File: src/rmcs_pkg.sv
package rmcs_pkg;

  // Message buffer depth, 1 to 255 entries.
  localparam int unsigned MsgDepth = 128;
  localparam int unsigned MsgAddrW = (MsgDepth > 1) ? $clog2(MsgDepth) : 1;

  localparam logic [3:0] ColumnsPerCharReset = 4'd5;
  localparam logic [7:0] EndByteReset        = 8'd13;

  typedef enum logic [1:0] {
    ActRxByte = 2'd0,
    ActHome   = 2'd1,
    ActTick   = 2'd2
  } action_e;

  typedef enum logic {
    CfgColumnsPerChar = 1'b0,
    CfgEndByte        = 1'b1
  } cfg_index_e;

  typedef struct packed {
    action_e    action;
    logic [7:0] rx_byte;
  } cmd_t;

  typedef struct packed {
    logic       blank;
    logic [7:0] char_code;
    logic [3:0] column;
  } result_t;

endpackage

File: src/rotating_message_column_sequencer_top.sv
// Column sequencer for a rotating message display.
//
// Command channel: an item (action and rx_byte) is accepted at a rising edge
// where start_i is high and busy_o is low. busy_o stays low, so one item can
// be accepted in every cycle. A received byte appends to the message buffer,
// a home pulse restarts playback and an angle tick asks for the next column.
// Only an angle tick gives a result: it appears on result_o with
// result_valid_o high for exactly one cycle, the cycle after the tick was
// accepted; a tick in playback that finds no column to show gives none. The
// delay is the registered read of the synchronous message buffer at the
// playback position. Other state is updated at the accepting edge, so the
// next item may follow at once. The receiver cannot stall, and none is needed.
//
// Configuration: cfg_valid_i, cfg_index_i and cfg_data_i write the columns per
// character (index 0, low four bits) or the end byte (index 1). cfg_ready_o is
// always high. The user makes writes while no tick is in flight, unchecked.
//
// Reset clears the count, position and flags and loads the register reset
// values. The buffer contents are not cleared; only written entries are read.
module rotating_message_column_sequencer_top (
  input  logic                clk_i,
  input  logic                rst_ni,
  input  logic                start_i,
  input  rmcs_pkg::cmd_t      cmd_i,
  output logic                busy_o,
  output logic                result_valid_o,
  output rmcs_pkg::result_t   result_o,
  input  logic                cfg_valid_i,
  output logic                cfg_ready_o,
  input  rmcs_pkg::cfg_index_e cfg_index_i,
  input  logic [7:0]          cfg_data_i
);
  import rmcs_pkg::*;

  logic [7:0] msg_mem [MsgDepth];
  logic [7:0] rdata_q;

  logic [3:0] cpc_q, cpc_d;
  logic [7:0] end_byte_q, end_byte_d;
  logic [7:0] msg_count_q, msg_count_d;
  logic [7:0] char_pos_q, char_pos_d;
  logic [3:0] col_pos_q, col_pos_d;
  logic       playing_q, playing_d;
  logic       pending_q, pending_d;
  logic       strobe_q, strobe_d;
  logic       blank_q, blank_d;
  logic [3:0] column_q, column_d;

  logic       accept;
  logic       cfg_we;
  logic       mem_we, mem_re;
  logic [7:0] base_count;
  logic [3:0] col_inc;
  logic [7:0] char_inc;

  assign busy_o      = 1'b0;
  assign cfg_ready_o = 1'b1;
  assign accept      = start_i && !busy_o;
  assign cfg_we      = cfg_valid_i && cfg_ready_o;

  always_comb begin
    cpc_d      = cpc_q;
    end_byte_d = end_byte_q;
    if (cfg_we) begin
      case (cfg_index_i)
        CfgColumnsPerChar: cpc_d      = cfg_data_i[3:0];
        CfgEndByte:        end_byte_d = cfg_data_i;
        default:           ;
      endcase
    end
  end

  always_comb begin
    msg_count_d = msg_count_q;
    char_pos_d  = char_pos_q;
    col_pos_d   = col_pos_q;
    playing_d   = playing_q;
    pending_d   = pending_q;
    strobe_d    = 1'b0;
    blank_d     = blank_q;
    column_d    = column_q;
    mem_we      = 1'b0;
    mem_re      = 1'b0;
    base_count  = pending_q ? 8'd0 : msg_count_q;
    col_inc     = col_pos_q + 4'd1;
    char_inc    = char_pos_q + 8'd1;

    if (accept) begin
      case (cmd_i.action)
        ActRxByte: begin
          playing_d = 1'b0;
          if (cmd_i.rx_byte != end_byte_q && base_count < 8'(MsgDepth)) begin
            mem_we      = 1'b1;
            msg_count_d = base_count + 8'd1;
            pending_d   = 1'b0;
          end else begin
            msg_count_d = base_count;
            pending_d   = 1'b1;
          end
        end
        ActHome: begin
          char_pos_d = 8'd0;
          col_pos_d  = 4'd0;
          playing_d  = 1'b1;
        end
        ActTick: begin
          if (!playing_q) begin
            strobe_d = 1'b1;
            blank_d  = 1'b1;
            column_d = 4'd0;
          end else begin
            if (col_pos_q < cpc_q && char_pos_q < msg_count_q) begin
              strobe_d = 1'b1;
              blank_d  = 1'b0;
              column_d = col_pos_q;
              mem_re   = 1'b1;
            end
            // The column wraps on reaching the width, or on four-bit overflow.
            col_pos_d = col_inc;
            if (col_inc >= cpc_q || col_inc == 4'd0) begin
              col_pos_d  = 4'd0;
              char_pos_d = char_inc;
            end
            if (char_pos_d >= msg_count_q) begin
              playing_d = 1'b0;
              col_pos_d = 4'd0;
            end
          end
        end
        default: ;
      endcase
    end
  end

  // Message buffer: one write port at the count, one read port at the position.
  always_ff @(posedge clk_i) begin
    if (mem_we) begin
      msg_mem[base_count[MsgAddrW-1:0]] <= cmd_i.rx_byte;
    end
    if (mem_re) begin
      rdata_q <= msg_mem[char_pos_q[MsgAddrW-1:0]];
    end
  end

  always_ff @(posedge clk_i or negedge rst_ni) begin
    if (!rst_ni) begin
      cpc_q       <= ColumnsPerCharReset;
      end_byte_q  <= EndByteReset;
      msg_count_q <= 8'd0;
      char_pos_q  <= 8'd0;
      col_pos_q   <= 4'd0;
      playing_q   <= 1'b0;
      pending_q   <= 1'b0;
      strobe_q    <= 1'b0;
    end else begin
      cpc_q       <= cpc_d;
      end_byte_q  <= end_byte_d;
      msg_count_q <= msg_count_d;
      char_pos_q  <= char_pos_d;
      col_pos_q   <= col_pos_d;
      playing_q   <= playing_d;
      pending_q   <= pending_d;
      strobe_q    <= strobe_d;
    end
  end

  always_ff @(posedge clk_i) begin
    blank_q  <= blank_d;
    column_q <= column_d;
  end

  assign result_valid_o     = strobe_q;
  assign result_o.blank     = blank_q;
  assign result_o.char_code = blank_q ? 8'd0 : rdata_q;
  assign result_o.column    = column_q;

  a_result_from_tick: assert property (@(posedge clk_i) disable iff (!rst_ni)
    result_valid_o |-> $past(accept && cmd_i.action == ActTick))
    else $error("result item without an accepted tick");

  a_count_bounded: assert property (@(posedge clk_i) disable iff (!rst_ni)
    msg_count_q <= 8'(MsgDepth))
    else $error("message count beyond buffer depth");

  a_new_message_restarts: assert property (@(posedge clk_i) disable iff (!rst_ni)
    (accept && cmd_i.action == ActRxByte && pending_q && cmd_i.rx_byte != end_byte_q)
      |=> (msg_count_q == 8'd1 && !pending_q))
    else $error("first byte of a new message not stored at entry zero");

  a_shown_tick_reads: assert property (@(posedge clk_i) disable iff (!rst_ni)
    (result_valid_o && !result_o.blank) |-> $past(mem_re && !mem_we))
    else $error("shown column without a buffer read");

endmodule

File: config.mk
export PLATFORM = sky130hd
export DESIGN_NAME = rotating_message_column_sequencer_top
export DESIGN_NICKNAME = d
export VERILOG_FILES = /design/src/rmcs_pkg.sv /design/src/rotating_message_column_sequencer_top.sv
export SDC_FILE = /design/constraint.sdc
export NUM_CORES = 1
export LEC_CHECK = 0
export BUFFER_PORTS_ARGS = -buffer_cell sky130_fd_sc_hd__buf_2
export CAP_MARGIN = 20
export CORE_UTILIZATION = 40
export CTS_BUF_LIST = sky130_fd_sc_hd__clkbuf_16
export CTS_CLUSTER_SIZE = 12
export DETAILED_ROUTE_END_ITERATION = 10
export HOLD_SLACK_MARGIN = 0.05
export PLACE_DENSITY = 0.58
export SETUP_SLACK_MARGIN = 0.15
export SLEW_MARGIN = 20
export SYNTH_ARGS = -nofsm -noshare
export SYNTH_HDL_FRONTEND = slang
export SYNTH_SLANG_ARGS = --single-unit
File: constraint.sdc
create_clock -name clk_i -period 10.3 [get_ports clk_i]
set_input_delay 1.545 -clock clk_i [delete_from_list [all_inputs] [get_ports clk_i]]
set_output_delay 1.545 -clock clk_i [all_outputs]
set_load 0.005 [all_outputs]
Word level (Yosys, flattened, before mapping)

Memory sizes are Yosys's and may differ from the RTL's. A register that Yosys moved wholly into a read port is not among the register bits.
Index checks and enable logic that the tools add are counted.

Output and inout bits: 16
Flip-flop bits (word level): 40
RAM bits: 1024
Input bits: 23
Memories: 1

Reduce and logical (&&, ||, !) cells: 13
Equality and inequality tests: 5
Bitwise gates (word level): 1
Magnitude comparators: 5
Multiplexer cells: 31
Add/subtract/negate cells: 3

Memories:

| memory  | words | width | read ports | clocked after Yosys merged registers in | wr ports | line                                        | RTL |
|---|---|---|---|---|---|---|---|
| msg_mem | 128   | 8     | 1          | 1                                       | 1        | rotating_message_column_sequencer_top.sv:35 | `logic [7:0] msg_mem [MsgDepth];` |

Operators with widths:

| cell                  | count |
|---|---|
| $mux W8               | 8 |
| $add A8 B1 Y8 const B | 2 |
| $mux W1               | 16 |
| $mux W4               | 4 |
| $pmux W8 S2           | 1 |
| $ge A8 B8 Y1          | 1 |
| $lt A8 B8 Y1          | 1 |
| $lt A8 B8 Y1 const B  | 1 |
| $ne A8 B8 Y1          | 1 |
| $pmux W4 S2           | 1 |
| $reduce_and A2 Y1     | 4 |
| $reduce_and A3 Y1     | 2 |
| $add A4 B1 Y4 const B | 1 |
| $ge A4 B4 Y1          | 1 |
| $logic_not A4 Y1      | 1 |
| $lt A4 B4 Y1          | 1 |
| $pmux W1 S3           | 1 |
| $reduce_bool A3 Y1    | 1 |
| $eq A2 B1 Y1 const B  | 1 |
| $eq A2 B2 Y1 const B  | 1 |
| $logic_and A1 B1 Y1   | 2 |
| $logic_not A2 Y1      | 1 |
| $ne A2 B1 Y1 const B  | 1 |
| $ne A2 B2 Y1 const B  | 1 |
| other kinds (3)       | 3 |

Logic depth before layout (Yosys ltp)

Depth in word-level cells: 11
Depth in mapped cells: 16

Least setup slack after synthesis

OpenSTA, ideal clock, no wires.

Kind: in2reg
Start: input cmd_i[8] in the netlist's numbering
End: memory msg_mem[110][0], enable pin
Path slack: 6.632 ns
Library setup time: 0.370 ns
Data arrival time: 3.298 ns
Cell stages on the path: 8
Path through: inv_1 > ha_1 > nand2_1 > a221oi_2 > and2_1 > nand3_1 > clkbuf_1 > nor2_1

Cells in the longest elaborated chain, start to end: 5

RTL lines:

| item                          | line                                         | RTL |
|---|---|---|
| start: declaration            | rotating_message_column_sequencer_top.sv:24  | `input rmcs_pkg::cmd_t cmd_i,` |
| $logic_not A2 Y1              | rotating_message_column_sequencer_top.sv:89  | `case (cmd_i.action)` |
| $mux W1                       | rotating_message_column_sequencer_top.sv:89  |  |
| $mux W1                       | rotating_message_column_sequencer_top.sv:88  | `if (accept) begin` |
| $mux W1                       | rotating_message_column_sequencer_top.sv:137 | `if (mem_we) begin` |
| $mux W1 (not written as such) | rotating_message_column_sequencer_top.sv:138 | `msg_mem[base_count[MsgAddrW-1:0]] <= cmd_i.rx_byte;` |
| end: declaration              | rotating_message_column_sequencer_top.sv:35  |  |

No other way between the ends.

Final worst setup path

Start: input cmd_i[5] in the netlist's numbering
End: memory msg_mem[25][2], enable pin

Cells in the longest elaborated chain, start to end: 7

RTL lines:

| item                          | line                                         | RTL |
|---|---|---|
| $ne A8 B8 Y1                  | rotating_message_column_sequencer_top.sv:92  | `if (cmd_i.rx_byte != end_byte_q && base_count < 8'(MsgDepth)) begin` |
| $logic_and A1 B1 Y1           | rotating_message_column_sequencer_top.sv:92  |  |
| $mux W1                       | rotating_message_column_sequencer_top.sv:92  |  |
| $mux W1                       | rotating_message_column_sequencer_top.sv:89  |  |
| $mux W1                       | rotating_message_column_sequencer_top.sv:88  |  |
| $mux W1                       | rotating_message_column_sequencer_top.sv:137 |  |
| $mux W1 (not written as such) | rotating_message_column_sequencer_top.sv:138 |  |

No other way between the ends.

==> Implementation_results.wiki <==
{| class="wikitable"
! Metric !! Value
|-
| Commonest register cell after synthesis || sky130_fd_sc_hd__edfxtp_1
|-
| Final count of hold timing violations || 0
|-
| Total power density per cell area || 187 nW/um^2
|-
| Setup repair after global routing missed its margin || no
|-
| Total setup violations reported at the end of the flow || 0
|-
| Number of rows created at floorplan || 119
|-
| Net count, final || roughly 2300
|-
| Part of the Yosys area used for sequential elements || 75.1%
|-
| CTS tree || built
|-
| Final Total Pwr || 8.90 mW
|-
| Antenna-violating nets left || 0
|-
| Global route overflow || 0
|-
| Final-layout fill cell count || 8829
|-
| Cell area after synthesis || 42700 sq um
|-
| Commonest non-fill, non-tap cell in the layout || sky130_fd_sc_hd__edfxtp_1
|-
| Horizontal die dimension || 329 um
|-
| Data arrival time of the worst path || 5.12 ns
|-
| Cells after Synth || 2199
|-
| Detailed Place HPWL || 70600 um
|-
| CTS H-Tree Depth || 3
|-
| Required time of the critical path || about 11 ns
|-
| Maximum vdd drop || ~0.12 mV
|-
| Post-Syn Nets || 2250
|-
| Share of the cycle needed by the critical path after routing || a little under half
|-
| Critical Setup Path Class || input pin to flip-flop
|-
| Mean area per synthesized cell || 19.4 sq um
|-
| Fraction of met2 tracks used by global routing || 33.1%
|-
| Count of vias placed by the detailed router || between 20000 and 25000
|-
| Fmax achieved || approximately 0.21 GHz
|-
| Crit end category || flip-flop
|-
| Violations in the final reports || design-rule violations
|-
| Synth warnings || 0
|-
| Hold-fix buffers at CTS || 0
|-
| 1st-pass router iterations || 9
|-
| Cell type contributing the most total cell area after synthesis || sky130_fd_sc_hd__edfxtp_1
|-
| Startpoint of the lowest-slack register-to-register path || char_pos_q[0]
|-
| Port Buffer Count || 36
|-
| Buffers inserted during post-CTS setup optimization || 0
|-
| First-pass GRT wire length || approximately 160000 um
|-
| Max-cap viol count || 0
|-
| Number of standard cells in the final layout excluding fillers || 3721
|-
| Startpoint of the worst hold path || end_byte_q[1]
|-
| Initial antenna violation count || 3
|-
| Initial DRC count || 2646
|-
| Floorplan die area || about 110000 sq um
|-
| Result of the run || finished, violations left
|-
| Clock Tree Root || sky130_fd_sc_hd__clkbuf_16
|-
| Final setup TNS || 0 ns
|-
| Min cycle time layout || 4.82 ns
|-
| Flop and latch count out of synthesis || ~1100
|-
| LEAKAGE || 14.5 nW
|-
| Least-Margin Pin Slew || 1.08 ns
|-
| Number of sinks handled by clock tree synthesis || 1072
|-
| Core ar. || 106000 sq um
|-
| Y dimension of the die || 329 um
|-
| Number of enable-type register cells in the synthesized netlist || approximately 1000
|-
| Residual DRC count || 4
|-
| Area contributors post-synth || sky130_fd_sc_hd__edfxtp_1 (73%), sky130_fd_sc_hd__mux4_2 (11%), sky130_fd_sc_hd__mux2i_1 (2.7%), sky130_fd_sc_hd__dfrtp_1 (1.8%), sky130_fd_sc_hd__nor2_1 (1.4%)
|-
| Maximum number of buffers from clock root to sink || 3
|-
| Commonest cells after routing, fill and taps aside || sky130_fd_sc_hd__edfxtp_1 (1037), sky130_fd_sc_hd__mux4_2 (201), sky130_fd_sc_hd__nor2_1 (153), sky130_fd_sc_hd__mux2i_1 (117), sky130_fd_sc_hd__clkbuf_16 (111)
|-
| Starting utilization of the core area || a little over 40%
|-
| Relative area change from synthesis to final layout || 11.3%
|-
| Final wirelength || 112000 um
|-
| Share of synthesized flip-flops with an asynchronous set or reset || ~3.3%
|-
| Worst Path Max Fanout || 41
|-
| Drt wl/cell || 30.1 um
|-
| Final weighted congestion of routability-driven global placement || 0.930
|-
| Number of global-route vias before repair || 22300
|-
| Clock slew at the register clock pins of the worst setup and hold paths || 0.06 ns
|-
| Gr busiest metal || met2
|-
| Layout cell share with drive strength beyond 1 || 19.4%
|-
| Largest net degree at the start of global routing || 104
|-
| Worst max-slew margin expressed relative to the limit || ~28%
|-
| Startpoint type of the worst setup path || input pin
|-
| Total of cells resized after clock tree synthesis || 0
|-
| Clock tree skew after final layout || 0.0331 ns
|-
| Combined global-route utilization of all metal layers || about a fifth
|-
| Post-synth top area share || 73.0%
|-
| Via/cell ratio || approximately 5.9
|-
| Global Route met1 Usage || just under 30%
|-
| TritonCTS buffer count || 108
|-
| Worst Hold Class || flip-flop to flip-flop
|-
| GRT met3 Usage || roughly 3.7%
|-
| Fin. max-slew vios || 0
|-
| Number of diodes added for antenna fixing || 0
|-
| Netlist cell types || 61
|-
| Insertion delay of the later-clocked pin in the worst-skew pair || slightly below 0.7 ns
|-
| R2R setup slack || ~5.6 ns
|-
| Beginning of the critical path || cmd_i[5]
|-
| Top-level port count || 39
|-
| DP Cell Count || 3546
|}
[sequential cells by signal, indices dropped and copies added, names as in the netlist]
signal	count
column_q	4
char_pos_q	8
result_valid_o	1
pending_q	1
rdata_q	8
end_byte_q	8
msg_mem	1024
cpc_q	4
playing_q	1
blank_q	1
col_pos_q	4
msg_count_q	8
[logic make-up (layout without fill, tap and decap cells)]
logic type	Yosys count	in the layout	share of synthesized area [%]
AOI/OAI and AO/OA	236	236	4.10
and+or+nand+nor	365	365	4.07
buffers and inverters	140	271	1.70
other	2	2	0.0176
muxes	334	334	13.8
adders and majority gates	29	29	0.845
DFF	1072	1072	75.1
xor gates and xnor gates	21	21	0.431
[synth_stat cells (all sizes together) (3+ instances only)]
master,n
edfxtp,1037
mux4,201
nor2,154
mux2i,117
a22oi,71
buf,70
clkbuf,50
nand2,44
nor2b,43
nand3,40
a21oi,38
dfrtp,30
ha,28
o21ai,22
a22o,21
inv,20
a221oi,19
nand4,19
and3,17
mux2,16
xor2,16
and2,13
o22ai,13
nor3,10
a211oi,9
nand2b,9
a2111o,7
a31oi,7
nor4,7
a2111oi,6
dfstp,5
xnor2,5
a21o,3
o211ai,3
[through the flow]
stage | setup WS, ns | hold WS (ns) | util (%) | area (sq um)
finish | 5.48 | 0.543 | 45.0 | 47500
global placement | 4.93 | 0.531 | 42.0 | 44300
floorplan | 6.63 | 0.496 | - | 42700
global route | 5.24 | 0.565 | 45.0 | 47500
detailed placement | 4.81 | 0.533 | 42.0 | 44300
CTS | 5.30 | 0.546 | 45.0 | 47500
[power breakdown]
part / switching [mW] / internal [mW] / total (mW)
registers: 0.0300 / 4.80 / 4.83
clock network: 1.59 / 1.99 / 3.58
logic: 0.298 / 0.197 / 0.494
[layer usage]
layer,vias up,wire [um]
li1,9107,-
met1,11500,46200
met2,1011,53300
met3,199,8320
met4,6,4300
met5,-,40
[layout make-up]
cell class	instances	area (sq um)	share of cell area, %
Clock buffer	111	2780	5.85
Clock inverter	63	369	0.777
Inverter	20	75.1	0.158
Multi-Input combinational cell	987	9970	21.0
Sequential cell	1072	32000	67.4
Tap cell	1391	1740	3.66
Timing Repair Buffer	77	524	1.10
[worst max-delay path, cell delays in order]
cell and delay, ns:
sky130_fd_sc_hd__buf_4 0.47, sky130_fd_sc_hd__xor2_1 0.22, sky130_fd_sc_hd__nor4_1 0.10, sky130_fd_sc_hd__a221oi_2 0.65
sky130_fd_sc_hd__and2_1 0.32, sky130_fd_sc_hd__nand3_2 0.82, sky130_fd_sc_hd__nor2_1 0.89
[path summary, 6_finish.rpt]
path / cells after the start / to
max: 7 / msg_mem[25][2]
min: 1 / end_byte_q[1]
max reg2reg: 7 / rdata_q[0]
min reg2reg: 1 / end_byte_q[1]
max in group asynchronous: 1 / char_pos_q[0]
min in group asynchronous: 1 / end_byte_q[7]
Power figures use the tool's default switching activity.
